$ cat config.mk
export PLATFORM = sky130hd
export DESIGN_NAME = mqd_cmd_fifo
export DESIGN_NICKNAME = d
export VERILOG_FILES = /design/src/hw/rtl/mqd_pkg.sv /design/src/hw/rtl/mqd_cmd_fifo.sv
export SDC_FILE = /design/constraint.sdc
export NUM_CORES = 1
export LEC_CHECK = 0
export CAP_MARGIN = 20
export CORE_ASPECT_RATIO = 1.1
export CORE_MARGIN = 1.5
export CORE_UTILIZATION = 55
export CTS_BUF_LIST = sky130_fd_sc_hd__clkbuf_4
export DETAILED_ROUTE_END_ITERATION = 8
export DONT_BUFFER_PORTS = 1
export GPL_ROUTABILITY_DRIVEN = 0
export PLACE_DENSITY = 0.7
export SETUP_SLACK_MARGIN = 0.05
export SYNTH_ARGS = -nofsm -noshare
export SYNTH_HDL_FRONTEND = slang
export SYNTH_SLANG_ARGS = --single-unit
$ cat constraint.sdc
create_clock -name clk -period 4.25 [get_ports clk]
set_input_delay 0.85 -clock clk [delete_from_list [all_inputs] [get_ports clk]]
set_output_delay 0.85 -clock clk [all_outputs]
set_load 0.05 [all_outputs]
$ cat src/hw/rtl/mqd_pkg.sv
// shared types and constants for the multi-queue work-stealing deque
// no dependencies; used by every module under hw/rtl
`timescale 1ns / 1ps

package mqd_pkg;

  localparam int HANDLE_IO_W = 32;
  localparam int QID_IO_W    = 4;
  localparam int QCOUNT_W    = 5;
  localparam int FIFO_DEPTH  = 4;
  localparam int FIFO_PTR_W  = 2;
  localparam int FIFO_CNT_W  = 3;

  typedef enum logic [1:0] {
    MODE_PUSH_HEAD = 2'd0,
    MODE_POP_HEAD  = 2'd1,
    MODE_PUSH_TAIL = 2'd2,
    MODE_POP_TAIL  = 2'd3
  } mode_t;

  typedef enum logic [1:0] {
    ST_OK      = 2'd0,
    ST_EMPTY   = 2'd1,
    ST_FULL    = 2'd2,
    ST_NOQUEUE = 2'd3
  } status_t;

  typedef enum logic {
    REG_QUEUE_COUNT = 1'b0,
    REG_UNUSED      = 1'b1
  } reg_index_t;

  typedef struct packed {
    logic    wr;
    logic    rd;
    status_t status;
  } cmd_ctrl_t;

endpackage

$ cat src/hw/rtl/mqd_cmd_fifo.sv
// short command queue between front end and back end
// depends on mqd_pkg
`timescale 1ns / 1ps

module mqd_cmd_fifo #(
  parameter int ADDR_W       = 10,
  parameter int HANDLE_WIDTH = 32
) (
  input  logic                      clk,
  input  logic                      rst,
  input  logic                      push,
  input  mqd_pkg::cmd_ctrl_t        push_ctrl,
  input  logic [ADDR_W-1:0]         push_addr,
  input  logic [HANDLE_WIDTH-1:0]   push_handle,
  output logic                      full,
  input  logic                      pop,
  output logic                      nonempty,
  output mqd_pkg::cmd_ctrl_t        pop_ctrl,
  output logic [ADDR_W-1:0]         pop_addr,
  output logic [HANDLE_WIDTH-1:0]   pop_handle
);

  mqd_pkg::cmd_ctrl_t            ctrl_q   [mqd_pkg::FIFO_DEPTH];
  logic [ADDR_W-1:0]             addr_q   [mqd_pkg::FIFO_DEPTH];
  logic [HANDLE_WIDTH-1:0]       handle_q [mqd_pkg::FIFO_DEPTH];
  logic [mqd_pkg::FIFO_PTR_W-1:0] wptr, rptr;
  logic [mqd_pkg::FIFO_CNT_W-1:0] cnt;

  assign full       = (cnt == mqd_pkg::FIFO_CNT_W'(mqd_pkg::FIFO_DEPTH));
  assign nonempty   = (cnt != '0);
  assign pop_ctrl   = ctrl_q[rptr];
  assign pop_addr   = addr_q[rptr];
  assign pop_handle = handle_q[rptr];

  always_ff @(posedge clk) begin
    if (push) begin
      ctrl_q[wptr]   <= push_ctrl;
      addr_q[wptr]   <= push_addr;
      handle_q[wptr] <= push_handle;
    end
  end

  always_ff @(posedge clk) begin
    if (rst) begin
      wptr <= '0;
      rptr <= '0;
      cnt  <= '0;
    end else begin
      if (push) wptr <= wptr + 1'b1;
      if (pop)  rptr <= rptr + 1'b1;
      case ({push, pop})
        2'b10:   cnt <= cnt + 1'b1;
        2'b01:   cnt <= cnt - 1'b1;
        default: cnt <= cnt;
      endcase
    end
  end

  a_no_overflow: assert property (@(posedge clk) disable iff (rst)
    full |-> !push || pop)
    else $error("command queue overflow");

endmodule

* After elaboration in Yosys (flattened, before gate mapping)
Memory sizes are Yosys's and may differ from the RTL's. A register that Yosys moved wholly into a read port is not among the register bits.
Index checks and enable logic that the tools add are counted.
** Cells by class
- Add/sub/neg operators :: 4
- Equal/unequal tests :: 3
- Multiplexer cells :: 9
- Reductions and logical operators :: 2
** Operator list (count)
- $mux W2 :: 6
- $pmux W3 S2 :: 1
- $add A2 B1 Y2 const B :: 2
- $add A3 B1 Y3 const B :: 1
- $eq A3 B3 Y1 const B :: 1
- $reduce_bool A3 Y1 :: 1
- $sub A3 B1 Y3 const B :: 1
- $eq A2 B1 Y1 const B :: 1
- $eq A2 B2 Y1 const B :: 1
- $mux W1 :: 2
- $reduce_bool A2 Y1 :: 1
** Word-level totals
- Register bits :: 7
- RAM bits :: 184
- Output and inout bits :: 48
- Memories :: 3
** Memory list
- handle_q :: depth 4, width 32, read ports 1, clocked after memory_dff 1, write ports 1, RTL line mqd_cmd_fifo.sv:25 : logic [HANDLE_WIDTH-1:0] handle_q [mqd_pkg::FIFO_DEPTH];
- addr_q :: depth 4, width 10, read ports 1, clocked after memory_dff 1, write ports 1, RTL line mqd_cmd_fifo.sv:24 : logic [ADDR_W-1:0] addr_q [mqd_pkg::FIFO_DEPTH];
- ctrl_q :: depth 4, width 4, read ports 1, clocked after memory_dff 1, write ports 1, RTL line mqd_cmd_fifo.sv:23 : mqd_pkg::cmd_ctrl_t ctrl_q [mqd_pkg::FIFO_DEPTH];

* Logic depth before layout (Yosys ltp)
Gate-level depths: netlist (run 1).
- Depth after elaboration :: 3
- Mapped depth :: 6
- Depth with buffers taken out :: 6

* Least setup slack after synthesis (run 1)
No wires, ideal clock.
- Path type :: input to register
- From :: in push
- To :: mem addr_q[0][0] (enable)
- Setup time :: 408 ps
- Arrival :: 1955 ps
- Setup slack :: 1887 ps
- Stages on the path :: 1
- Path buffers :: 0
- Cell sequence :: and2_1
** Between the ends
- Longest elaborated chain between the ends :: 2
** Ends and longest elaborated chain
- start: declaration :: RTL line mqd_cmd_fifo.sv:11 : input logic push,
- $mux W1 :: RTL line mqd_cmd_fifo.sv:36 : if (push) begin
- $mux W1 (not written as such) :: RTL line mqd_cmd_fifo.sv:38 : addr_q[wptr] <= push_addr;
- end: declaration :: RTL line mqd_cmd_fifo.sv:24
No other way between the ends.

==> impl_metrics.tcl, run 1 <==
set metrics [dict create \
    run_status "finished clean" \
    dieArea_sq_um 13700 \
    post_cts_buffers 0 \
    yosys_warnings 0 \
    drt-total-wl_um 10900 \
    grt_pass1_wl_um 16500 \
    rsz0062_at_grt "false" \
    drive_gt1_share_pct 27.2 \
    seq_power_share_pct 61.7 \
    synth_top_area_share_pct 77.5 \
    multi_input_area_sq_um 1300 \
    period_share_pct 78.1 \
    r2r_end "ctrl_q[1][2]$_DFFE_PP_" \
    cap_viol_max_count 0 \
    dieHeight_um 122 \
    cts_tree "yes" \
    yosysMostFrequentCell "edfxtp_1" \
    synth-seq-cells 193 \
    p_clk_share_pct 24.7 \
    ant_nets 0 \
    regArea_sq_um 5710 \
    slew_violations 0 \
    p_comb_share_pct 13.6 \
    cts_sinks 193 \
    initial_utilization_pct 56.4 \
    route.detailed.drc 0 \
    io_pins 98 \
    drt-initial-drc-count 209 \
    vias_per_cell 5.97 \
    cp-end-kind "output port" \
    async_reset_ff_share_pct 0 \
    path_buf_inv 1 \
    crit_family "flip-flops" \
    p_int_mw 2.66 \
    grt_overflow_total 0 \
    p_leak_nw 2.36 \
    post-place-ws_ps 1460 \
    dp.cells 437 \
    htree_levels 4 \
    clk_pin_slew_ps 140 \
    path_cells "buf_4 -> mux4_2" \
    finalNonFillerCells 471 \
    swShare_pct 26.5 \
    p_total_mw 3.62 \
    dpl.hpwl_um 6370 \
    final_util_pct 59.9 \
    clock_latency_ps 550 \
    synth-edff-count 184 \
    wire_per_inst_um 23.1 \
    period_needed_ps 3320 \
    grt_start_max_net_pins 43 \
    slowest_delay_ps 920 \
    ys_seq_area_share_pct 80.1 \
    crit_path_max_fanout 42 \
    vdd_ir_drop_max_v 0.000254 \
    syn-cell-area_sq_um 7130 \
    area_delta_synth_final_pct 6.23 \
    p_per_area_nw_per_um2 479 \
    synth_nets 339 \
    setup_viol 0 \
    r2r_setup_slack_ps 2240 \
    synth_cells 283 \
    core_sq_um 12600 \
    avgSynthCellArea_sq_um 25.2 \
    grt_pass1_vias 2961 \
    cts-hold-fix-buffers 0 \
    cts-buffers-inserted 17 \
    via_count 2811 \
    required_ps 3400 \
    rr_worst_depth 3 \
    rows 43 \
    synth_common_cells "edfxtp_1 (184), mux4_2 (40), dfxtp_1 (9)" \
    start_kind "flop" \
    synthTopCellsByArea "edfxtp_1 (78%), mux4_2 (13%), dfxtp_1 (2.5%)" \
    port_buffers 0 \
    yosys.cell_types.count 22 \
    synth_area_leader_cell "edfxtp_1" \
    setup-tns-final_ps 0 \
    max_freq_ghz 0.301 \
    synth_ff_type "edfxtp_1" \
    hold_path.class "input port to flop" \
    power_switching_mw 0.960 \
    finalHoldViolations 0 \
    setup_slack_ps 932 \
    cts_resized 0 \
    grt_usage_pct 17.2 \
    cp.arrival_ps 2470 \
    cts-root-buf "clkbuf_4" \
    clockBufferDepth 2 \
    nNetsFinal 356 \
    r2r_start "wptr[0]$_SDFFE_PP0P_" \
    criticalPathCategory "flop to output port" \
    die_w_um 112 \
    firstDrtPassIters 4 \
    clock-skew-final_ps 9.25 \
    worst_pin_slew_ps 850 \
    crit_end "pop_handle[11]" \
    antenna_found_initial 1 \
    critPathSlowestCell "dfxtp_4" \
    fillers 869 \
    maxSlewHeadroom_pct 43.3 \
    cp.depth 2 \
]
-- per-stage QoR --
step           instance area, sq um  hold slack [ps]
6_report                       7570              338
5_1_grt                        7570              279
4_1_cts                        7540              274
3_5_place_dp                   7280              502
3_3_place_gp                   7280              470
2_1_floorplan                  7130              461
-- layout make-up --
| class | instances | share of cell area [%] |
|---|---|---|
| Inverter | 3 | 0.149 |
| Multi-Input combinational cell | 76 | 17.2 |
| Sequential cell | 193 | 75.4 |
| Tap cell | 157 | 2.59 |
| Timing Repair Buffer | 9 | 1.16 |
| Clock inverter | 13 | 1.59 |
| Antenna cell | 1 | 0.0331 |
| Clock buffer | 19 | 1.88 |
-- cells by family (layout without fill, tap and decap cells) --
family / after synthesis / after routing / synth area share, %
flops: 193 / 193 / 80.1
fa+ha+maj: 6 / 6 / 1.16
simple gates: 15 / 15 / 1.05
xor+xnor: 5 / 5 / 0.615
other cells: 0 / 1 / 0
buf+inv: 14 / 44 / 1.84
compound gates: 2 / 2 / 0.140
mux: 48 / 48 / 15.1
-- sequential cells by signal, indices dropped and copies added, names as in the netlist, named ones only --
name	count
addr_q	40
cnt	3
ctrl_q	16
handle_q	128
rptr	2
wptr	2
-- per-layer routing --
| metal | wire (um) | part of all wire, % | global-route usage [%] |
|---|---|---|---|
| met1 | 4130 | 38 | 19.8 |
| met2 | 5730 | 53 | 28.1 |
| met3 | 820 | 7.5 | 7.60 |
| met4 | 192 | 1.8 | 8.31 |
| met5 | 0 | 0 | 0 |
-- worst min-delay path by stage --
| stage | start | to | slack [ps] | cells past startpoint |
|---|---|---|---|---|
| floorplan | cnt[2]$_SDFFE_PP0P_ | cnt[2]$_SDFFE_PP0P_ | 460 | 2 |
| global placement | cnt[2]$_SDFFE_PP0P_ | cnt[2]$_SDFFE_PP0P_ | 470 | 2 |
| detailed placement | cnt[2]$_SDFFE_PP0P_ | cnt[2]$_SDFFE_PP0P_ | 500 | 2 |
| CTS | rst | flop | 270 | 1 |
| global route | rst | cnt[1]$_SDFFE_PP0P_ | 280 | 1 |
| finish | rst | flop | 340 | 1 |
-- power groups by stage --
stage	registers, mW	clock network, mW	logic [mW]
final	2.24	0.896	0.492
after global routing	2.25	0.990	0.512
after CTS	2.24	0.924	0.493
after detailed placement	2.28	0	0.492
after global placement	2.28	0	0.488
after floorplan	2.24	0	0.481
-- cell usage in the layout (no fill, tap or decap) --
cell	synthesis	layout
dfxtp_4	0	1
xor2_1	2	2
bufinv_16	0	2
or3_1	2	2
clkinv_4	0	1
nor3b_2	0	1
inv_1	3	3
clkinv_2	0	5
a21oi_1	1	1
buf_4	0	8
diode_2	0	1
edfxtp_1	184	184
buf_16	0	1
and2_2	0	4
ha_1	5	5
mux4_1	6	6
fa_1	1	1
nand2_1	1	1
dfxtp_2	0	1
dfxtp_1	9	7
o21ai_0	1	1
nor2_1	7	7
mux4_2	40	40
clkinvlp_4	0	2
clkbuf_4	0	19
clkinv_1	0	3
mux2i_1	2	2
xnor2_1	3	3
Note: power is estimated with default switching activity, not from simulation.
==> run 2: changes to the inputs <==
--- a/config.mk
+++ b/config.mk
@@ -5,6 +5,7 @@
 export SDC_FILE = /design/constraint.sdc
 export NUM_CORES = 1
 export LEC_CHECK = 0
+export ABC_AREA = 1
 export CAP_MARGIN = 20
 export CORE_ASPECT_RATIO = 1.1
 export CORE_MARGIN = 1.5
==> constraint.sdc (replaced) <==
create_clock -name clk -period 3.2 [get_ports clk]
set_input_delay 0.64 -clock clk [delete_from_list [all_inputs] [get_ports clk]]
set_output_delay 0.64 -clock clk [all_outputs]
set_load 0.05 [all_outputs]
==> impl_metrics.tcl, run 2 <==
set metrics [dict create \
    run_status "finished clean" \
    criticalPathCategory "flop to output port" \
    synth-edff-count 184 \
    maxSlewHeadroom_pct 54.2 \
    drive_gt1_share_pct 17.1 \
    dieHeight_um 124 \
    r2r_start "wptr[0]$_SDFFE_PP0P_" \
    largest_register_ffs 128 \
    synth_ff_type "edfxtp_1" \
    worst_pin_slew_ps 682 \
    area_delta_synth_final_pct 10.6 \
    multi_input_area_sq_um 1310 \
    fillers 942 \
    async_reset_ff_share_pct 0 \
    syn-cell-area_sq_um 7270 \
    rr_worst_depth 5 \
    largestRegisters "handle_q: 128 flops, addr_q: 40 flops, ctrl_q: 16 flops" \
    io_pins 98 \
    clock_latency_ps 540 \
    slew_violations 0 \
    route.detailed.drc 0 \
    core_sq_um 12800 \
    swShare_pct 26.9 \
    yosys_warnings 0 \
    seq_power_share_pct 58.6 \
    layout_common_cells "edfxtp_1 (184), nor2_1 (102), o21ai_0 (63)" \
    max_freq_ghz 0.343 \
    yosys.cell_types.count 20 \
    drt-initial-drc-count 338 \
    vdd_ir_drop_max_v 0.000365 \
    period_needed_ps 2920 \
    required_ps 2560 \
    avgSynthCellArea_sq_um 14.4 \
    final_common_cell "edfxtp_1" \
    clock-skew-final_ps 10.5 \
    rows 43 \
    p_leak_nw 2.75 \
    cts-buffers-inserted 17 \
    p_int_mw 3.63 \
    p_comb_share_pct 15.1 \
    regMostFlops "handle_q" \
    regArea_sq_um 5710 \
    p_clk_share_pct 26.3 \
    p_per_area_nw_per_um2 619 \
    synth_cells 504 \
    grt_pass1_wl_um 21000 \
    hp-start "rst" \
    synth_area_leader_cell "edfxtp_1" \
    finalHoldViolations 0 \
    cts_sinks 193 \
    synth_common_cells "edfxtp_1 (184), nor2_1 (102), o21ai_0 (63)" \
    die_w_um 113 \
    hold_path.class "input port to flop" \
    port_buffers 0 \
    dpl.hpwl_um 8250 \
    ys_seq_area_share_pct 78.5 \
    grt_usage_pct 20.3 \
    via_count 4208 \
    cp-end-kind "output port" \
    cts_resized 0 \
    cts-hold-fix-buffers 0 \
    setup_viol 0 \
    synth-seq-cells 193 \
    worstHoldPathCells 1 \
    antenna_found_initial 0 \
    grt_overflow_total 0 \
    synthTopCellsByArea "edfxtp_1 (76%), nor2_1 (5.3%), o21ai_0 (4.3%)" \
    clockBufferDepth 2 \
    start_kind "flop" \
    setup-tns-final_ps 0 \
    power_switching_mw 1.34 \
    num_antenna_cells 0 \
    post_cts_buffers 0 \
    grt_start_max_net_pins 53 \
    cts_tree "yes" \
    yosysMostFrequentCell "edfxtp_1" \
    synth_nets 560 \
    post-place-ws_ps 797 \
    cp.arrival_ps 2280 \
    vias_per_cell 5.80 \
    hold_end "cnt[0]$_SDFFE_PP0P_" \
    rsz0062_at_grt "false" \
    setup_slack_ps 281 \
    ant_nets 0 \
    drt-total-wl_um 13600 \
    r2r_end "addr_q[2][3]$_DFFE_PP_" \
    r2r_setup_slack_ps 1350 \
    nNetsFinal 611 \
    htree_levels 4 \
    clk_pin_slew_ps 120 \
    wire_per_inst_um 18.8 \
    dieArea_sq_um 13900 \
    grt_pass1_vias 4136 \
    cap_viol_max_count 0 \
    synth_top_area_share_pct 76.0 \
    cts-root-buf "clkbuf_4" \
    firstDrtPassIters 5 \
    initial_utilization_pct 57.0 \
    crit_path_max_fanout 22 \
    period_share_pct 91.2 \
]
run 2: through the flow:
stage	hold slack, ps	cell area, sq um	power, mW	util, %	instances
6_report	151	8040	4.97	63.0	725
5_1_grt	95.5	8040	5.15	63.0	725
3_3_place_gp	413	7740	3.72	60.7	693
3_5_place_dp	442	7740	3.73	60.7	693
2_1_floorplan	412	7270	3.52	-	504
4_1_cts	106	8040	5.00	63.0	725
run 2: kinds of logic (layout without fill, tap and decap cells):
kind of cell | Yosys count | after routing | synth area share (%)
flops | 193 | 193 | 78.5
fa+ha+maj | 6 | 6 | 1.14
xor+xnor | 1 | 1 | 0.121
compound gates | 146 | 146 | 10.8
simple gates | 114 | 114 | 5.94
buf+inv | 44 | 108 | 3.48
run 2: cell type report:
cell class / instances / share of cell area, %
repair buffers: 61 / 5.85
flip-flops and latches: 193 / 71.0
clock inverters: 12 / 1.77
inverters: 15 / 0.700
clock buffers: 20 / 1.87
well taps: 157 / 2.44
multi-input cells: 267 / 16.3
run 2: worst max path at each step:
stage	slack [ps]	start	endpoint	cells after the start
after detailed placement	800	flop	pop_handle[27]	5
after floorplan	980	flop	pop_handle[10]	6
after global placement	840	flop	pop_handle[28]	4
after CTS	170	flop	pop_addr[6]	5
final	280	flop	pop_handle[18]	5
after global routing	60	flop	pop_handle[18]	5
run 2: metal layers:
layer,wire length (um),share of wire [%],vias to the layer above,global-route usage [%]
li1,-,-,1981,-
met4,148,1.1,0,8.47
met1,5670,42,2059,25.3
met5,0,0,-,0
met2,6750,50,155,33.2
met3,1060,7.8,13,6.62
run 2: worst max-delay path: stages, from the launching register on:
cell and delay (ps):
dfxtp_2 350, clkinv_1 530, buf_4 430, o21ai_1 110
o22ai_1 110, buf_4 210
run 2: power groups by stage:
stage	sequential, mW	clock [mW]	combinational (mW)
floorplan	2.96	0	0.560
finish	2.92	1.31	0.751
CTS	2.92	1.33	0.758
global placement	2.97	0	0.745
detailed placement	2.98	0	0.756
global route	2.93	1.42	0.801
==> run 3: changes to the inputs <==
--- a/config.mk
+++ b/config.mk
@@ -8,7 +8,7 @@
 export ABC_AREA = 1
 export CAP_MARGIN = 20
 export CORE_ASPECT_RATIO = 1.1
-export CORE_MARGIN = 1.5
+export CORE_MARGIN = 1
 export CORE_UTILIZATION = 55
 export CTS_BUF_LIST = sky130_fd_sc_hd__clkbuf_4
 export DETAILED_ROUTE_END_ITERATION = 8
==> impl_metrics.tcl, run 3 (same netlist as run 2, synthesis figures left out) <==
set metrics [dict create \
    clock-skew-final_ps 13.2 \
    required_ps 2560 \
    clock_latency_ps 560 \
    violations "design-rule violations" \
    cts_sinks 193 \
    largestRegisters "handle_q: 128 flops, addr_q: 40 flops, ctrl_q: 16 flops" \
    period_share_pct 91.9 \
    setup-tns-final_ps 0 \
    num_antenna_cells 0 \
    firstDrtPassIters 9 \
    htree_levels 4 \
    slowest_delay_ps 560 \
    antenna_found_initial 1 \
    finalHoldViolations 0 \
    nNetsFinal 610 \
    cp-end-kind "output port" \
    ant_nets 0 \
    setup_viol 0 \
    cts-buffers-inserted 17 \
    path_cells "clkinv_1 -> buf_12 -> o21ai_0 -> o22ai_1 -> buf_4" \
    cts_tree "yes" \
    core_sq_um 12800 \
    grt_pass1_vias 4075 \
    drt-total-wl_um 13700 \
    slew_violations 0 \
    drive_gt1_share_pct 17.1 \
    rows 43 \
    p_leak_nw 2.79 \
    run_status "finished with violations" \
    maxSlewHeadroom_pct 47.3 \
    vdd_ir_drop_max_v 0.000372 \
    criticalPathCategory "flop to output port" \
    p_per_area_nw_per_um2 640 \
    max_freq_ghz 0.340 \
    hp-start "rst" \
    grt_usage_pct 20.9 \
    crit_family "buffers and inverters" \
    clk_pin_slew_ps 130 \
    via_count 4137 \
    die_w_um 112 \
    cts-hold-fix-buffers 0 \
    fillers 924 \
    route.detailed.drc 6 \
    path_buf_inv 3 \
    dpl_cell_area_sq_um 7750 \
    grt_pass1_wl_um 20900 \
    wire_per_inst_um 19.0 \
    worst_pin_slew_ps 790 \
    port_buffers 0 \
    grt_overflow_total 0 \
    final_cell_area_sq_um 8100 \
    critPathSlowestCell "clkinv_1" \
    r2r_start "wptr[0]$_SDFFE_PP0P_" \
    vias_per_cell 5.72 \
    period_needed_ps 2940 \
    dieArea_sq_um 13700 \
    hold_path.class "input port to flop" \
    area_delta_synth_final_pct 11.5 \
    clockBufferDepth 2 \
    final_common_cell "edfxtp_1" \
    cts-root-buf "clkbuf_4" \
    drt-initial-drc-count 243 \
    cp.arrival_ps 2300 \
    largest_register_ffs 128 \
    crit_path_max_fanout 24 \
    regMostFlops "handle_q" \
    layout_common_cells "edfxtp_1 (184), nor2_1 (102), o21ai_0 (63)" \
    cap_viol_max_count 0 \
    start_kind "flop" \
    grt_start_max_net_pins 93 \
    whs_ps 144 \
    rsz0062_at_grt "false" \
    initial_utilization_pct 57.0 \
    dpl.hpwl_um 8070 \
    io_pins 98 \
    post-place-ws_ps 701 \
    dieHeight_um 123 \
    setup_slack_ps 258 \
]
==> run 3: cell types whose count changed in the layout (fill, tap and decap cells not counted), sizes merged <==
cell,before,now
bufinv,3,6
clkbuf,20,18
clkinvlp,3,1
buf,61,60
==> run 3: worst reg2reg max path: cells and delay by family, from the launching register on <==
family,cells,cell delay (ps)
buffers and inverters,3,1020
and+or+nand+nor,1,70
adders and majority gates,1,160
DFF,1,360
==> run 3: path summary, 6_finish.rpt <==
kind	endpoint	slack [ps]	depth (start not counted)
min reg2reg	rptr[1]$_SDFFE_PP0P_	470	1
max reg2reg	handle_q[0][20]$_DFFE_PP_	1290	5
max	pop_addr[8]	260	5
min	cnt[0]$_SDFFE_PP0P_	140	1
==> run 3: layout make-up <==
type	count	area, sq um	area share [%]
Clock inverter	13	216	2.67
Tap cell	157	196	2.42
Inverter	15	56.3	0.695
Clock buffer	18	135	1.67
Multi-Input combinational cell	267	1310	16.2
Timing Repair Buffer	60	479	5.91
Sequential cell	193	5710	70.4
==> run 3: layer usage <==
| layer | track usage (%) | wire length [um] | vias to the layer above |
|---|---|---|---|
| met3 | 7.70 | 1050 | 26 |
| met1 | 24.6 | 5520 | 2015 |
| met2 | 34.2 | 6890 | 125 |
| met4 | 10.7 | 269 | 0 |
| li1 | - | - | 1971 |
| met5 | 0 | 0 | - |
==> run 3: power by group <==
| group | internal [mW] | switching (mW) | total [mW] |
|---|---|---|---|
| Clock | 0.772 | 0.742 | 1.51 |
| Sequential | 2.88 | 0.0301 | 2.91 |
| Combinational | 0.197 | 0.565 | 0.762 |
==> run 3: stage by stage <==
stage	cells	util, %	power (mW)
after floorplan	504	-	3.52
after global placement	692	60.8	3.72
after detailed placement	692	60.8	3.73
after CTS	723	63.5	5.22
after global routing	723	63.5	5.36
final	723	63.5	5.19
==> run 3: timing repair <==
action                                  in CTS  in global routing
hold endpoints to repair                     0                  0
endpoints found under the setup margin       0                  3
setup buffers                                0                  0
gates resized for setup                      0                  1
