$ cat src/hw/rtl/mqd_pkg.sv
// shared types and constants for the multi-queue work-stealing deque
// no dependencies; used by every module under hw/rtl
`timescale 1ns / 1ps

package mqd_pkg;

  localparam int HANDLE_IO_W = 32;
  localparam int QID_IO_W    = 4;
  localparam int QCOUNT_W    = 5;
  localparam int FIFO_DEPTH  = 4;
  localparam int FIFO_PTR_W  = 2;
  localparam int FIFO_CNT_W  = 3;

  typedef enum logic [1:0] {
    MODE_PUSH_HEAD = 2'd0,
    MODE_POP_HEAD  = 2'd1,
    MODE_PUSH_TAIL = 2'd2,
    MODE_POP_TAIL  = 2'd3
  } mode_t;

  typedef enum logic [1:0] {
    ST_OK      = 2'd0,
    ST_EMPTY   = 2'd1,
    ST_FULL    = 2'd2,
    ST_NOQUEUE = 2'd3
  } status_t;

  typedef enum logic {
    REG_QUEUE_COUNT = 1'b0,
    REG_UNUSED      = 1'b1
  } reg_index_t;

  typedef struct packed {
    logic    wr;
    logic    rd;
    status_t status;
  } cmd_ctrl_t;

endpackage

$ cat src/hw/rtl/mqd_front.sv
// front end: classifies each request and updates per-queue head, tail and count
// depends on mqd_pkg
`timescale 1ns / 1ps

module mqd_front #(
  parameter int NUM_QUEUES   = 16,
  parameter int QUEUE_DEPTH  = 64,
  parameter int HANDLE_WIDTH = 32,
  parameter int QIDX_W       = (NUM_QUEUES > 1) ? $clog2(NUM_QUEUES) : 1,
  parameter int IDX_W        = $clog2(QUEUE_DEPTH),
  parameter int CNT_W        = $clog2(QUEUE_DEPTH + 1),
  parameter int ADDR_W       = $clog2(NUM_QUEUES * QUEUE_DEPTH)
) (
  input  logic                            clk,
  input  logic                            rst,
  input  logic                            acc,
  input  mqd_pkg::mode_t                  mode,
  input  logic [mqd_pkg::QID_IO_W-1:0]    queue_id,
  input  logic [mqd_pkg::HANDLE_IO_W-1:0] task_handle,
  input  logic [mqd_pkg::QCOUNT_W-1:0]    queue_count,
  output mqd_pkg::cmd_ctrl_t              ctrl,
  output logic [ADDR_W-1:0]               addr,
  output logic [HANDLE_WIDTH-1:0]         handle
);

  logic [IDX_W-1:0] head [NUM_QUEUES];
  logic [IDX_W-1:0] tail [NUM_QUEUES];
  logic [CNT_W-1:0] count [NUM_QUEUES];

  logic [QIDX_W-1:0] qi;
  logic              qok;
  logic [IDX_W-1:0]  h, t, h_prev, h_next, t_prev, t_next, slot;
  logic [CNT_W-1:0]  n;
  logic              full, empty;
  logic [IDX_W-1:0]  head_next, tail_next;
  logic [CNT_W-1:0]  count_next;
  logic              upd;

  localparam logic [IDX_W-1:0] LAST_SLOT = IDX_W'(QUEUE_DEPTH - 1);

  assign qi  = QIDX_W'(queue_id);
  assign qok = ({1'b0, queue_id} < queue_count) && (7'(queue_id) < 7'(NUM_QUEUES));
  assign h   = head[qi];
  assign t   = tail[qi];
  assign n   = count[qi];
  assign full  = (n == CNT_W'(QUEUE_DEPTH));
  assign empty = (n == '0);

  assign h_prev = (h == '0) ? LAST_SLOT : h - 1'b1;
  assign h_next = (h == LAST_SLOT) ? '0 : h + 1'b1;
  assign t_prev = (t == '0) ? LAST_SLOT : t - 1'b1;
  assign t_next = (t == LAST_SLOT) ? '0 : t + 1'b1;

  always_comb begin
    ctrl       = '{wr: 1'b0, rd: 1'b0, status: mqd_pkg::ST_OK};
    slot       = h;
    head_next  = h;
    tail_next  = t;
    count_next = n;
    if (!qok) begin
      ctrl.status = mqd_pkg::ST_NOQUEUE;
    end else begin
      unique case (mode)
        mqd_pkg::MODE_PUSH_HEAD: begin
          slot = h_prev;
          if (full) begin
            ctrl.status = mqd_pkg::ST_FULL;
          end else begin
            ctrl.wr    = 1'b1;
            head_next  = h_prev;
            count_next = n + 1'b1;
          end
        end
        mqd_pkg::MODE_POP_HEAD: begin
          slot = h;
          if (empty) begin
            ctrl.status = mqd_pkg::ST_EMPTY;
          end else begin
            ctrl.rd    = 1'b1;
            head_next  = h_next;
            count_next = n - 1'b1;
          end
        end
        mqd_pkg::MODE_PUSH_TAIL: begin
          slot = t;
          if (full) begin
            ctrl.status = mqd_pkg::ST_FULL;
          end else begin
            ctrl.wr    = 1'b1;
            tail_next  = t_next;
            count_next = n + 1'b1;
          end
        end
        mqd_pkg::MODE_POP_TAIL: begin
          slot = t_prev;
          if (empty) begin
            ctrl.status = mqd_pkg::ST_EMPTY;
          end else begin
            ctrl.rd    = 1'b1;
            tail_next  = t_prev;
            count_next = n - 1'b1;
          end
        end
        default: ctrl.status = mqd_pkg::ST_NOQUEUE;
      endcase
    end
  end

  assign addr   = ADDR_W'(qi) * ADDR_W'(QUEUE_DEPTH) + ADDR_W'(slot);
  assign handle = HANDLE_WIDTH'(task_handle);
  assign upd    = acc && (ctrl.wr || ctrl.rd);

  always_ff @(posedge clk) begin
    if (rst) begin
      for (int i = 0; i < NUM_QUEUES; i++) begin
        head[i]  <= '0;
        tail[i]  <= '0;
        count[i] <= '0;
      end
    end else if (upd) begin
      head[qi]  <= head_next;
      tail[qi]  <= tail_next;
      count[qi] <= count_next;
    end
  end

  a_reject_no_access: assert property (@(posedge clk) disable iff (rst)
    acc && !qok |-> !(ctrl.wr || ctrl.rd))
    else $error("rejected queue id produced a slot access");

  a_full_holds: assert property (@(posedge clk) disable iff (rst)
    acc && qok && full && (mode == mqd_pkg::MODE_PUSH_HEAD || mode == mqd_pkg::MODE_PUSH_TAIL)
    |=> count[$past(qi)] == CNT_W'(QUEUE_DEPTH))
    else $error("push into full queue changed its count");

endmodule

$ cat config.mk
export PLATFORM = sky130hd
export DESIGN_NAME = mqd_front
export DESIGN_NICKNAME = d
export VERILOG_FILES = /design/src/hw/rtl/mqd_pkg.sv /design/src/hw/rtl/mqd_front.sv
export SDC_FILE = /design/constraint.sdc
export NUM_CORES = 1
export LEC_CHECK = 0
export CORE_UTILIZATION = 39
export DETAILED_ROUTE_END_ITERATION = 8
export DONT_BUFFER_PORTS = 1
export GPL_TIMING_DRIVEN = 0
export PLACE_DENSITY = 0.6
export REMOVE_ABC_BUFFERS = 1
export SYNTH_ARGS = -nofsm -noshare
export SYNTH_HDL_FRONTEND = slang
export SYNTH_SLANG_ARGS = --single-unit
export TNS_END_PERCENT = 5
$ cat constraint.sdc
create_clock -name clk -period 3.99 [get_ports clk]
set_clock_uncertainty 0.15 [all_clocks]
set_input_delay 0 -clock clk [delete_from_list [all_inputs] [get_ports clk]]
set_output_delay 0 -clock clk [all_outputs]
set_load 0.03 [all_outputs]
Word-level counts from Yosys, hierarchy flattened

Memories as Yosys holds them, arrays and structs flattened.
Index checks and enable logic that the tools add are counted.

Input bits: 46
Memories: 3
Logic and storage cells: 69
RAM bits: 304
Bits in registers: 0

Magnitude comparators: 1
Muxes and demuxes: 41
Add/sub/neg operators: 7
Reductions and logical operators: 11
Equality and inequality tests: 6

Memories:

| memory | depth | width | read ports | clocked after Yosys merged registers in | wr ports | RTL line        | text |
|---|---|---|---|---|---|---|---|
| count  | 16    | 7     | 1          | 0                                       | 16       | mqd_front.sv:28 | `logic [CNT_W-1:0] count [NUM_QUEUES];` |
| head   | 16    | 6     | 1          | 0                                       | 16       | mqd_front.sv:26 | `logic [IDX_W-1:0] head [NUM_QUEUES];` |
| tail   | 16    | 6     | 1          | 0                                       | 16       | mqd_front.sv:27 | `logic [IDX_W-1:0] tail [NUM_QUEUES];` |

Operators by type and width:

| kind                | number |
|---|---|
| $mux 6              | 13 |
| $mux 7              | 4 |
| $pmux 6 s2          | 2 |
| $pmux 6 s4          | 1 |
| $pmux 7 s2          | 1 |
| $mux 1              | 13 |
| $add 6x1->6 const B | 2 |
| $eq 6x6->1 const B  | 2 |
| $logic_not 6->1     | 2 |
| $mux 4              | 3 |
| $reduce_or 6->1     | 2 |
| $sub 6x1->6 const B | 2 |
| $add 10x6->10       | 1 |
| $add 7x1->7 const B | 1 |
| $eq 7x7->1 const B  | 1 |
| $logic_not 7->1     | 1 |
| $reduce_or 7->1     | 1 |
| $sub 7x1->7 const B | 1 |
| $mux 2              | 3 |
| $lt 4x5->1          | 1 |
| $eq 2x2->1 const B  | 2 |
| $pmux 2 s2          | 1 |
| $reduce_or 2->1     | 2 |
| $eq 2x1->1 const B  | 1 |
| 3 further kinds     | 3 |

Depth between registers and ports, before layout

Gate-level depths: netlist of the first run.
An unclocked memory read counts as a cell.

Depth after elaboration: 12
Depth in mapped cells: 17
Mapped depth without buffers: 12

Worst setup path before layout of the first run

No wires, ideal clock.

Path kind: input to register
Start point: input queue_id[0] (netlist bit)
End point: memory count[4][1] (netlist bit), data pin
Data arrival time: 3780 ps
Buffers on the path: 6
Stages on the path: 15
Library setup time: 266 ps
Data required time: 3574 ps
Setup slack: -206 ps
Cells stage by stage: buf_6 > buf_6 > buf_4 > mux4_2 > mux4_2 > inv_1 > ha_1 > nand4_1 > or4_1 > buf_2 > buf_6 > o31ai_4 > mux2i_1 > buf_2 > nor2_1

RTL lines:

| item            | RTL line        | text |
|---|---|---|
| start, declared | mqd_front.sv:18 | `input logic [mqd_pkg::QID_IO_W-1:0] queue_id,` |
| end, declared   | mqd_front.sv:28 |  |

==> results.md, run 1 <==
Place:
- The placed cell count is 1605.
- The congestion estimate from routability-driven global placement came to 0.9042.
- Summed over all nets, the half-perimeter wirelength after detailed placement is 26.13 mm.
- The number of buffer cells added on primary ports is 0.
- The total placed instance area is 0.01549 sq mm.

Critical path:
- The worst setup path is launched from a flop.
- The end of the worst register-to-register path is count[12][1].
- Traced cell by cell, the critical path runs through mux4_2 > mux4_2 > inv_2 > ha_4 > nand4_1 > or4_4 > o31ai_4 > mux2i_4 > buf_12 > nor2_1.
- The setup check on the worst reg-to-reg path leaves a slack of -0.14 ns.
- In this design, the critical path's most frequently occurring cell is sky130_fd_sc_hd__mux4_2.
- The element type at the critical path end is a flop.
- The family with the most delay on the worst path is multiplexers.
- At the worst endpoint, the required time is 4.09 ns.
- The number of buffers and inverters on the critical path is 2.
- The number of cells on the worst reg-to-reg path is 10.
- The largest single stage delay on the critical path is 0.69 ns.
- In this run the critical register-to-register path is launched from count[7][0].
- For this design, the slowest cell found on the critical path is sky130_fd_sc_hd__or4_4.
- The critical setup path kind is flop to flop.
- The critical-path maximum fanout is 16.
- The data arrival time of the critical path is 4.23 ns.

Yosys:
- Synthesis produced 1227 cells.
- Of the total synthesized cell area, the portion taken by XOR and XNOR cells is 0.3276%.
- By area, the combinational part of the netlist is dominated by simple AND/OR/NAND/NOR gates.
- After Yosys synthesis, and, or, nand and nor cells account for 13.51% of the synthesized area.
- The async set-or-reset flop fraction in the synthesized netlist is 0%.
- Yosys printed 0 warnings.
- The area fraction of the dominant cell type after synthesis is 58.29%.
- The synthesized design contains 304 register bits.
- Summing the areas of all compound-gate instances in the mapped netlist gives 9.028% of the synthesized area.
- The multiplexer fraction of the synthesized cell area is 11.89%.
- The mapped netlist covers 0.01566 sq mm.
- Summed over all instances, the cell type with the most area after synthesis is sky130_fd_sc_hd__edfxtp_1.
- Summing the sequential cell areas from Yosys gives 58.29% of the chip area.
- The adder-cell share of the synthesized area is 0.8789%.
- The mean instance size in the synthesized netlist is 12.76 sq um.
- In the post-synthesis netlist, the biggest area contributors are sky130_fd_sc_hd__edfxtp_1 (58%), sky130_fd_sc_hd__mux4_2 (11%), sky130_fd_sc_hd__nor2_1 (7.0%).
- Yosys mapped a number of flops with a built-in enable equal to 304.
- The unique cell type count in the Yosys netlist is 86.
- In the post-synthesis netlist, the cell with the most instances is sky130_fd_sc_hd__edfxtp_1.
- The commonest cells after synthesis are sky130_fd_sc_hd__edfxtp_1 (304), sky130_fd_sc_hd__nor2_1 (291), sky130_fd_sc_hd__mux4_2 (78).
- The commonest register cell after synthesis is sky130_fd_sc_hd__edfxtp_1.

Floorplan:
- The overall die height is 202.4 um.
- The number of I/O pins is 92.
- The row count is 73.
- The die width is 202.4 um.
- Once the floorplan was initialized, standard cells occupied 39.51% of the core.
- In this run the standard cell core region covers 0.03964 sq mm.
- The die covers 0.04096 sq mm.

STA:
- The final hold violation count is 0.
- The share of the cycle needed by the critical path after routing is 103.5%.
- Hold is met by 0.01352 ns.
- Setup slack on the critical path of the routed design comes to -0.1390 ns.
- The count of pins over their slew limit is 0.
- The pin slew with the least headroom to its limit is 1.153 ns.
- Setup violations remaining at the end of the flow were counted as 369.
- Summed over all failing endpoints, the final setup total negative slack is -17.53 ns.
- Static timing analysis puts the maximum clock frequency at 242.2 MHz.
- The final critical-path required period is 4.129 ns.
- Setup repair after global routing could not meet its margin everywhere.
- Measured against its own limit, the worst slew margin works out to 22.65%.

GRT:
- The number of antenna violations at the first check in global routing is 0.
- Entering global routing, the biggest net connects 81 pins.
- The via count of the first global-routing pass is 10.63k.
- After global routing the overflow that remains totals 0.
- The first global-routing pass estimated 68.82 mm of wire.
- The overall fraction of global-route tracks in use is 22.70%.

Clock tree:
- The CTS buffer count is 34.
- The later pin in the worst-skew pair is clocked with a latency of 0.51 ns.
- Clock-pin slew was measured on the worst setup and hold paths at 0.06 ns.
- The clock passes through at most 3 buffers.
- The H-tree generated during clock tree synthesis spans 2 levels.
- CTS placed an instance of sky130_fd_sc_hd__clkbuf_16 at the clock tree root.
- The number of clock sinks seen by CTS is 304.
- The CTS tree is yes.

Pwr:
- For this design the ratio of total power to cell area is 458.5 mW/mm^2.
- After layout, the design draws a total of 8.392 mW.
- For this design the static power due to leakage is 6.151 nW.
- The worst voltage drop across the vdd grid is 222.3 uV.

Cells and area:
- The number of inserted filler cells in the final layout is 3462.
- The number of cells in the finished layout apart from fillers is 1749.
- The layout overhead on the synthesized area is 16.87%.
- The total number of nets in the final design is 1257.
- The fraction of layout instances using a drive strength above 1 is 22.49%.
- Once layout is done, the placed cells without fillers occupy 0.01830 sq mm.

Route:
- The aggregate routed wire length is 46.79 mm.
- The overall via count from detail_route is 10.76k.
- The detailed-route DRC error count is 0.
- The first detailed-routing pass ran for 5 iterations.
- Dividing the detail-routed wire length by the instance count gives 26.75 um.
- The number of DRC violations after detailed-routing iteration 0 is 1280.
- Using the TritonRoute via totals, the vias-per-cell ratio works out to 6.152.
- The detail route stage leaves a number of antenna-violating nets equal to 0.

Min path:
- The worst hold path terminates at addr[3].
- The path category of the worst min-delay check is input pin to output pin.
- Along the worst hold path, the cell count comes to 1.
- The beginning of the worst hold path is mode[0].

Run status:
- The flow ran to the end, but the final reports show violations.
- The checks that failed: negative setup slack.

Flow run:
- Max-cap violations in this run came to 0.
-- stage by stage --
step	worst slack, ns	util, %
global route	-0.2401	46.16
detailed placement	-2.220	39.09
CTS	-0.1997	45.28
finish	-0.1390	46.17
global placement	-2.931	38.92
floorplan	-0.4091	-
-- cells in the final DEF (no fill, tap or decap), drive strengths merged, types with 8 or more instances in the layout --
cell type    instances
a21oi               34
a22oi               19
and3                 8
buf                 39
clkbuf              42
clkinv              12
dlygate4sd3         46
edfxtp             304
ha                  11
inv                 16
mux4                78
nand2               65
nand2b              22
nand3               30
nor2               295
nor3                28
o211ai               8
o21ai               14
o32ai               22
-- cell families (layout without fill, tap and decap cells) --
logic type / count (synthesis) / after routing
XOR/XNOR: 5 / 5
buffers and inverters: 167 / 162
AO/OA/AOI/OAI: 170 / 170
flip-flops: 304 / 304
other: 0 / 1
adder cells (fa/ha/maj): 11 / 11
multiplexers: 88 / 88
AND/OR/NAND/NOR: 482 / 483
-- flip-flops by register name, summed over array words and instances, names as in the netlist --
signal,flops
count,112
head,96
tail,96
-- where the power goes --
part / internal (mW) / switching (mW) / total, mW / leakage [nW]
sequential: 3.63 / 0.0304 / 3.66 / 3.14
combinational: 0.543 / 0.960 / 1.50 / 2.45
clock: 1.99 / 1.23 / 3.22 / 0.555
-- routing by layer --
metal	global-route usage, %	vias up	part of all wire (%)
met1	30.25	5491	40
met5	0	-	0
met2	36.36	597	47
met4	9.989	0	4.6
li1	-	4548	-
met3	4.047	124	8.9
-- area by class of cell --
cell class / count / area [sq um] / area share (%)
sequential: 304 / 9129 / 49.88
inverter: 17 / 63.81 / 0.3487
multi-input combinational: 757 / 6296 / 34.40
clock buffer: 41 / 898.4 / 4.909
clock inverter: 18 / 240.2 / 1.313
tap: 525 / 656.9 / 3.589
timing repair buffer: 86 / 1015 / 5.545
antenna: 1 / 2.502 / 0.01367
-- how the worst max path moves through the flow --
stage	startpoint	to	slack [ns]	cells past startpoint
6_report	count[7][0]	count[12][1]	-0.14	10
5_1_grt	count[2][0]	count[12][1]	-0.24	10
4_1_cts	count[7][0]	tail[11][1]	-0.20	10
3_5_place_dp	queue_id[3]	tail[12][2]	-2.22	8
3_3_place_gp	queue_id[2]	tail[12][2]	-2.93	8
2_1_floorplan	count[15][0]	count[0][0]	-0.41	10
-- timing repair --
item / in CTS / in global routing
buffers inserted: 20 / 16
hold buffers: 45 / 1
gates cloned: 1 / 1
endpoints found under the hold margin: 570 / 16
gates resized for setup: 107 / 35
endpoints found under the setup margin: 615 / 543
pin swaps: 14 / 9
No activity file was read; power rests on OpenSTA's default activity.
==> run 2: changes to the inputs <==
--- a/config.mk
+++ b/config.mk
@@ -10,7 +10,6 @@
 export DONT_BUFFER_PORTS = 1
 export GPL_TIMING_DRIVEN = 0
 export PLACE_DENSITY = 0.6
-export REMOVE_ABC_BUFFERS = 1
 export SYNTH_ARGS = -nofsm -noshare
 export SYNTH_HDL_FRONTEND = slang
 export SYNTH_SLANG_ARGS = --single-unit
==> constraint.sdc (replaced) <==
create_clock -name clk -period 3.99 [get_ports clk]
set_clock_uncertainty 0.15 [all_clocks]
set_input_delay 0.5985 -clock clk [delete_from_list [all_inputs] [get_ports clk]]
set_output_delay 0.5985 -clock clk [all_outputs]
set_load 0.03 [all_outputs]
==> results.md, run 2 (same netlist as run 1, synthesis figures left out) <==
Run status:
- The run finished, with violations left.
- The checks that failed: negative setup slack.

Critical path:
- The length in cells of the worst reg-to-reg path is 13.
- The end of the worst register-to-register path is tail[3][5].
- The register-to-register path setup slack is -0.26 ns.
- The startpoint of the worst register-to-register path is count[2][1].
- STA classifies the critical path endpoint as an output pin.
- The required time reported for the critical path endpoint is 3.24 ns.
- The data arrival time of the critical path is 3.66 ns.
- By startpoint and endpoint, the worst setup path is classified as input pin to output pin.
- The launching element type of the critical path is an input pin.
- The critical path starts at queue_id[0].
- The critical-path maximum fanout is 5.
- The critical path ends at ctrl[0].

STA:
- Setup repair after global routing could not meet its margin everywhere.
- The count of pins over their slew limit was 0.
- The worst slack on hold paths is 0.3347 ns.
- In the post-route analysis, the smallest setup slack over all paths is -0.4141 ns.
- The final critical-path required period is 4.404 ns.
- The max-slew headroom at the worst pin is 45.02%.
- Setup violations remaining at the end of the flow were counted as 503.
- For the pin with the worst max-slew slack, the measured transition is 0.8193 ns.
- After layout, the worst path uses 110.4% of the clock period.
- The final hold violation count is 0.
- Static timing analysis puts the maximum clock frequency at 227.1 MHz.

Cells and area:
- In the final layout, the registers with the most flip-flops are count x112, head x96, tail x96.
- Leaving out fill and tap cells, the most frequent cell in the layout is sky130_fd_sc_hd__edfxtp_1.
- The layout overhead on the synthesized area is 20.18%.
- The flip-flop count of the largest register, all copies and words added is 112.
- The total number of nets in the final design is 1380.
- The number of cells in the finished layout apart from fillers is 1868.
- The register containing the most flip-flops in the final layout is count.
- The fraction of layout instances using a drive strength above 1 is 31.20%.
- The number of inserted diodes is 0.
- The library cells used most frequently in the layout, excluding fill and tap cells, are sky130_fd_sc_hd__edfxtp_1 (304), sky130_fd_sc_hd__nor2_1 (286), sky130_fd_sc_hd__buf_4 (93), sky130_fd_sc_hd__mux4_2 (78), sky130_fd_sc_hd__nand2_1 (61).

Place:
- The worst-case setup slack after placement is -2.026 ns.
- Detailed placement finished with a half-perimeter wire length of 31.94 mm.
- At the end of routability-driven placement, the weighted congestion stood at 0.9436.
- Input and output buffers added on the ports amount to 0.
- Including well taps, the total number of placed cells is 1752.

GRT:
- The via count of the first global-routing pass is 11.04k.
- The first global-routing pass estimated 70.57 mm of wire.
- Global routing used 31.15% of the available met1 tracks.
- The routing usage on met3 is 3.450%.
- The most crowded layer after global routing is met2.
- The overall fraction of global-route tracks in use is 23.38%.
- The number of antenna violations at the first check in global routing was 0.
- Global routing used 39.75% of the available met2 tracks.
- Entering global routing, the biggest net connects 20 pins.
- The overall overflow remaining after global route is 0.

Clock tree:
- The clock tree root buffer cell is sky130_fd_sc_hd__clkbuf_16.
- The clock input transition at the sequential cells of the worst setup and hold paths is 0.06 ns.
- The worst-case clock buffer depth is 3.
- In this run the number of H-tree levels came out at 2.
- The number of hold buffers added after CTS is 0.
- The number of clock buffers added by TritonCTS is 34.
- The tree built by TritonCTS fans out to 304 sinks.
- Clock latency on the worst-skew pair, taken at its later pin, is 0.53 ns.
- The CTS tree is yes.

Floorplan:
- Measured along the y axis, the die boundary spans 202.4 um.
- The die footprint is 0.04096 sq mm.
- The floorplan step set the die width to 202.4 um.
- During I/O placement, the number of pins put on the boundary was 92.
- The area inside the core boundary is 0.03964 sq mm.
- The starting utilization of the core area is 39.51%.
- The row count is 73.

Route:
- The post-detailed-route via-to-cell ratio is 5.878.
- The detailed-route DRC error count is 0.
- For this block, the routed nets add up to 47.64 mm of wire.
- In this run the remaining antenna-violating nets after routing total 0.
- The number of optimization iterations in the first detailed-route pass is 6.
- The overall via count from detail_route is 10.98k.
- The number of DRC violations after detailed-routing iteration 0 is 1331.
- The final routed wire length divided by cell count is 25.50 um.

Min path:
- The startpoint identified for the worst hold timing path is rst.
- The worst hold path belongs to the class input pin to flop.

Pwr:
- Power spread over the standard cell area amounts to 433.3 mW/mm^2.
- IR analysis of the VDD net gives a maximum drop of 480.1 uV.
- The analysis attributes to cell leakage a power of 6.633 nW.

Flow run:
- Across the run, the number of max-cap violations was 0.

Yosys:
- The number of nets handed over by synthesis was 1284.
==> run 2: changes by cell type in the layout (fill, tap and decap cells not counted), sizes merged <==
cell / change
buf: +134
dlygate4sd3: -46
clkbuf: +36
bufinv: -5
clkinv: +4
clkinvlp: -1
diode: -1
inv: -1
nor2: -1
==> run 2: metrics by stage <==
step / setup TNS [ns] / area, sq um / utilization, % / power [mW]
floorplan: -174.23 / 15790 / - / 4.671
finish: -90.90 / 18820 / 47.48 / 8.155
global route: -150.31 / 18820 / 47.48 / 8.373
global placement: -944.69 / 16440 / 41.48 / 5.054
detailed placement: -959.72 / 16440 / 41.48 / 5.067
CTS: -170.20 / 18660 / 47.07 / 8.138
==> run 2: worst min path at each step <==
stage | to | cells after the start
floorplan | count[0][0] | 1
global placement | count[2][6] | 1
CTS | count[4][6] | 2
detailed placement | head[7][5] | 4
global route | count[4][6] | 2
finish | count[4][6] | 2
==> run 2: report_power, final <==
| group | switching (mW) | internal, mW |
|---|---|---|
| Clock | 1.24 | 1.62 |
| Combinational | 1.01 | 0.619 |
| Sequential | 0.0301 | 3.63 |
| Total | 2.28 | 5.88 |
==> run 2: repair_timing <==
action | 4_1_cts | 5_1_grt
setup buffers | 57 | 6
endpoints found under the setup margin | 618 | 618
gates resized for setup | 174 | 27
pin swaps | 32 | 8
endpoints found under the hold margin | 0 | 0
==> run 2: routing by layer <==
| metal | part of all wire [%] | up-vias |
|---|---|---|
| met5 | 0 | - |
| met4 | 2.6 | 0 |
| met3 | 7.1 | 83 |
| met2 | 50 | 525 |
| met1 | 40 | 5575 |
| li1 | - | 4797 |
==> run 2: cell type report <==
cell class              count  area [sq um]
plain buffers             147          1251
clock buffers              41         877.1
clock inverters            15         103.9
fillers                  3553         20820
inverters                  17         67.56
multi-input cells         756          6093
flip-flops and latches    304          9129
well taps                 525         656.9
repair buffers             63         641.9
==> run 2: critical path, cell delays in order <==
cell                      delay [ns]
sky130_fd_sc_hd__buf_16         0.10
sky130_fd_sc_hd__buf_16         0.13
sky130_fd_sc_hd__buf_16         0.12
sky130_fd_sc_hd__mux4_2         0.54
sky130_fd_sc_hd__mux4_2         0.56
sky130_fd_sc_hd__inv_2          0.11
sky130_fd_sc_hd__ha_4           0.14
sky130_fd_sc_hd__nand4_1        0.12
sky130_fd_sc_hd__or4_1          0.44
sky130_fd_sc_hd__buf_6          0.15
sky130_fd_sc_hd__buf_8          0.11
sky130_fd_sc_hd__o31ai_4        0.52
==> run 3: changes to the inputs <==
==> constraint.sdc (replaced) <==
create_clock -name clk -period 3.97 [get_ports clk]
set_clock_uncertainty 0.15 [all_clocks]
set_input_delay 0.5955 -clock clk [delete_from_list [all_inputs] [get_ports clk]]
set_output_delay 0.5955 -clock clk [all_outputs]
set_load 0.03 [all_outputs]
==> results.md, run 3 (same netlist as run 1, synthesis figures left out) <==
Yosys:
- The post-synth net total is 1284.

Cells and area:
- The net count of the finished layout is 1380.
- The repair_antennas step left the layout with diodes totalling 0.
- The most common library cell in the layout ignoring fill and taps is sky130_fd_sc_hd__edfxtp_1.
- Leaving out filler cells and counting taps, the final layout contains 1868.
- The layout overhead on the synthesized area is 20.18%.
- In the final layout, the registers with the most flip-flops are count x112, head x96, tail x96.
- The register with the most flip-flops in the layout has 112 of them.
- Of the cells placed in the final design, the portion with a size suffix greater than 1 is 31.20%.
- The register containing the most flip-flops in the final layout is count.
- In the layout the commonest cells are sky130_fd_sc_hd__edfxtp_1 (304), sky130_fd_sc_hd__nor2_1 (286), sky130_fd_sc_hd__buf_4 (93), sky130_fd_sc_hd__mux4_2 (78), sky130_fd_sc_hd__nand2_1 (61).

Place:
- Routability-driven placement finished with a final weighted congestion of 0.9436.
- The number of buffer cells added on primary ports is 0.
- After detailed placement, the design holds a cell count of 1752.
- OpenSTA, run right after detailed placement, puts the worst setup slack at -2.043 ns.
- The HPWL after detailed placement is 31.94 mm.

Clock tree:
- The maximum level of the CTS H-tree is 2.
- TritonCTS built the clock tree.
- Counting the buffers created by CTS gives 34.
- For this design, the sink count on the clock tree is 304.
- The clock input transition at the sequential cells of the worst setup and hold paths is 0.06 ns.
- The clock tree root buffer cell is sky130_fd_sc_hd__clkbuf_16.
- For the worst-skew pair, the clock arrives at the later sink with an insertion delay of 0.53 ns.
- The clock passes through at most 3 buffers.

STA:
- The pin slew with the least headroom to its limit is 0.8252 ns.
- The final hold violation count came to 0.
- Setup repair after global routing could not meet its margin everywhere.
- Counting I/O delays and the setup requirement, the final critical path takes 4.397 ns.
- The final critical-path setup slack is -0.4274 ns.
- The count of pins over their slew limit came to 0.
- The share of the cycle needed by the critical path after routing is 110.8%.
- In the final timing run, aggregate negative setup slack is -99.24 ns.
- The maximum achievable frequency is 227.4 MHz.
- Headroom to the max-slew limit came out at 44.62%.
- Hold is met by 0.3345 ns.
- Setup violations remaining at the end of the flow were counted as 529.

Critical path:
- The number of cells on the worst reg-to-reg path is 13.
- Data on the critical path is required at its endpoint by 3.22 ns.
- The element type at the critical path end is an output pin.
- The critical setup path kind is input pin to output pin.
- Of all nets on the critical path, the largest fanout is 5.
- The worst setup path is launched from an input pin.
- The data arrival time of the critical path is 3.65 ns.

Route:
- The number of DRC violations after detailed-routing iteration 0 is 1237.
- The post-detailed-route via-to-cell ratio is 5.846.
- For this run, design rule violations remaining after detail routing come to 0.
- The overall via count from detail_route is 10.92k.
- Dividing the detail-routed wire length by the instance count gives 25.53 um.
- The post-route antenna net violation count is 0.
- The first detailed-routing pass ran for 5 iterations.
- The aggregate routed wire length is 47.69 mm.

Pwr:
- VDD sags by at most 483.3 uV.
- Summed over all cells, the static leakage comes to 6.633 nW.
- Dividing total power by cell area gives a power density of 435.6 mW/mm^2.

Floorplan:
- The overall die height is 202.4 um.
- The die is 202.4 um wide.
- The die covers 0.04096 sq mm.
- The floorplan has 73 rows.
- The area inside the core boundary is 0.03964 sq mm.
- The starting utilization of the core area is 39.51%.
- During I/O placement, the number of pins put on the boundary was 92.

Flow run:
- Max-cap violations in this run came to 0.

GRT:
- The maximum number of pins on one net before global-route repair is 20.
- The number of antenna violations at the first check in global routing is 0.
- The via count of the first global-routing pass is 11.04k.
- The wire length of the first global-routing pass is 70.57 mm.
- The overall fraction of global-route tracks in use is 23.38%.
- The overall overflow remaining after global route is 0.

Min path:
- The path class of the tightest hold or removal check is input pin to flop.
- The worst hold path was traced through 2 stages.

Run status:
- The checks that failed: negative setup slack.
- The run finished, with violations left.
[run 3: worst paths after layout]
check,start,to,slack [ns]
setup / recovery,queue_id[0],ctrl[0],-0.43
hold / removal,rst,count[4][6],0.33
setup reg to reg,count[2][1],tail[3][5],-0.29
hold reg to reg,head[8][3],head[13][3],1.07
[run 3: area by class of cell]
class                   count  area, sq um
repair buffers             63        641.9
fillers                  3553        20820
inverters                  17        67.56
well taps                 525        656.9
multi-input cells         756         6093
clock inverters            15        103.9
plain buffers             147         1251
clock buffers              41        877.1
flip-flops and latches    304         9129
[run 3: worst max-delay path: stages]
cell and delay [ns]:
sky130_fd_sc_hd__buf_16 0.10, sky130_fd_sc_hd__buf_16 0.13, sky130_fd_sc_hd__buf_16 0.12, sky130_fd_sc_hd__mux4_2 0.54
sky130_fd_sc_hd__mux4_2 0.56, sky130_fd_sc_hd__inv_2 0.11, sky130_fd_sc_hd__ha_4 0.14, sky130_fd_sc_hd__nand4_1 0.12
sky130_fd_sc_hd__or4_1 0.44, sky130_fd_sc_hd__buf_6 0.15, sky130_fd_sc_hd__buf_8 0.11, sky130_fd_sc_hd__o31ai_4 0.52
[run 3: routing by layer]
metal / vias up / track usage (%) / routed length (um)
met4: 0 / 6.364 / 1221
met5: - / 0 / 0
met1: 5561 / 31.15 / 19140
li1: 4796 / - / -
met2: 489 / 39.75 / 23890
met3: 75 / 3.450 / 3444
[run 3: metrics by stage]
step                area (sq um)  utilization, %  power [mW]
finish                     18820           47.48       8.198
global route               18820           47.48       8.415
CTS                        18660           47.07       8.179
detailed placement         16440           41.48       5.093
global placement           16440           41.48       5.080
floorplan                  15790               -       4.695
[run 3: power breakdown]
group	internal [mW]	total, mW	switching (mW)
Combinational	0.622	1.64	1.02
Sequential	3.65	3.68	0.0303
Clock	1.63	2.87	1.24
Total	5.91	8.20	2.29
[run 3: timing repair]
action | in CTS | in global routing
hold buffers | 0 | 0
gates resized for setup | 174 | 27
pin swaps | 32 | 8
setup buffers | 57 | 6
endpoints found under the setup margin | 618 | 618
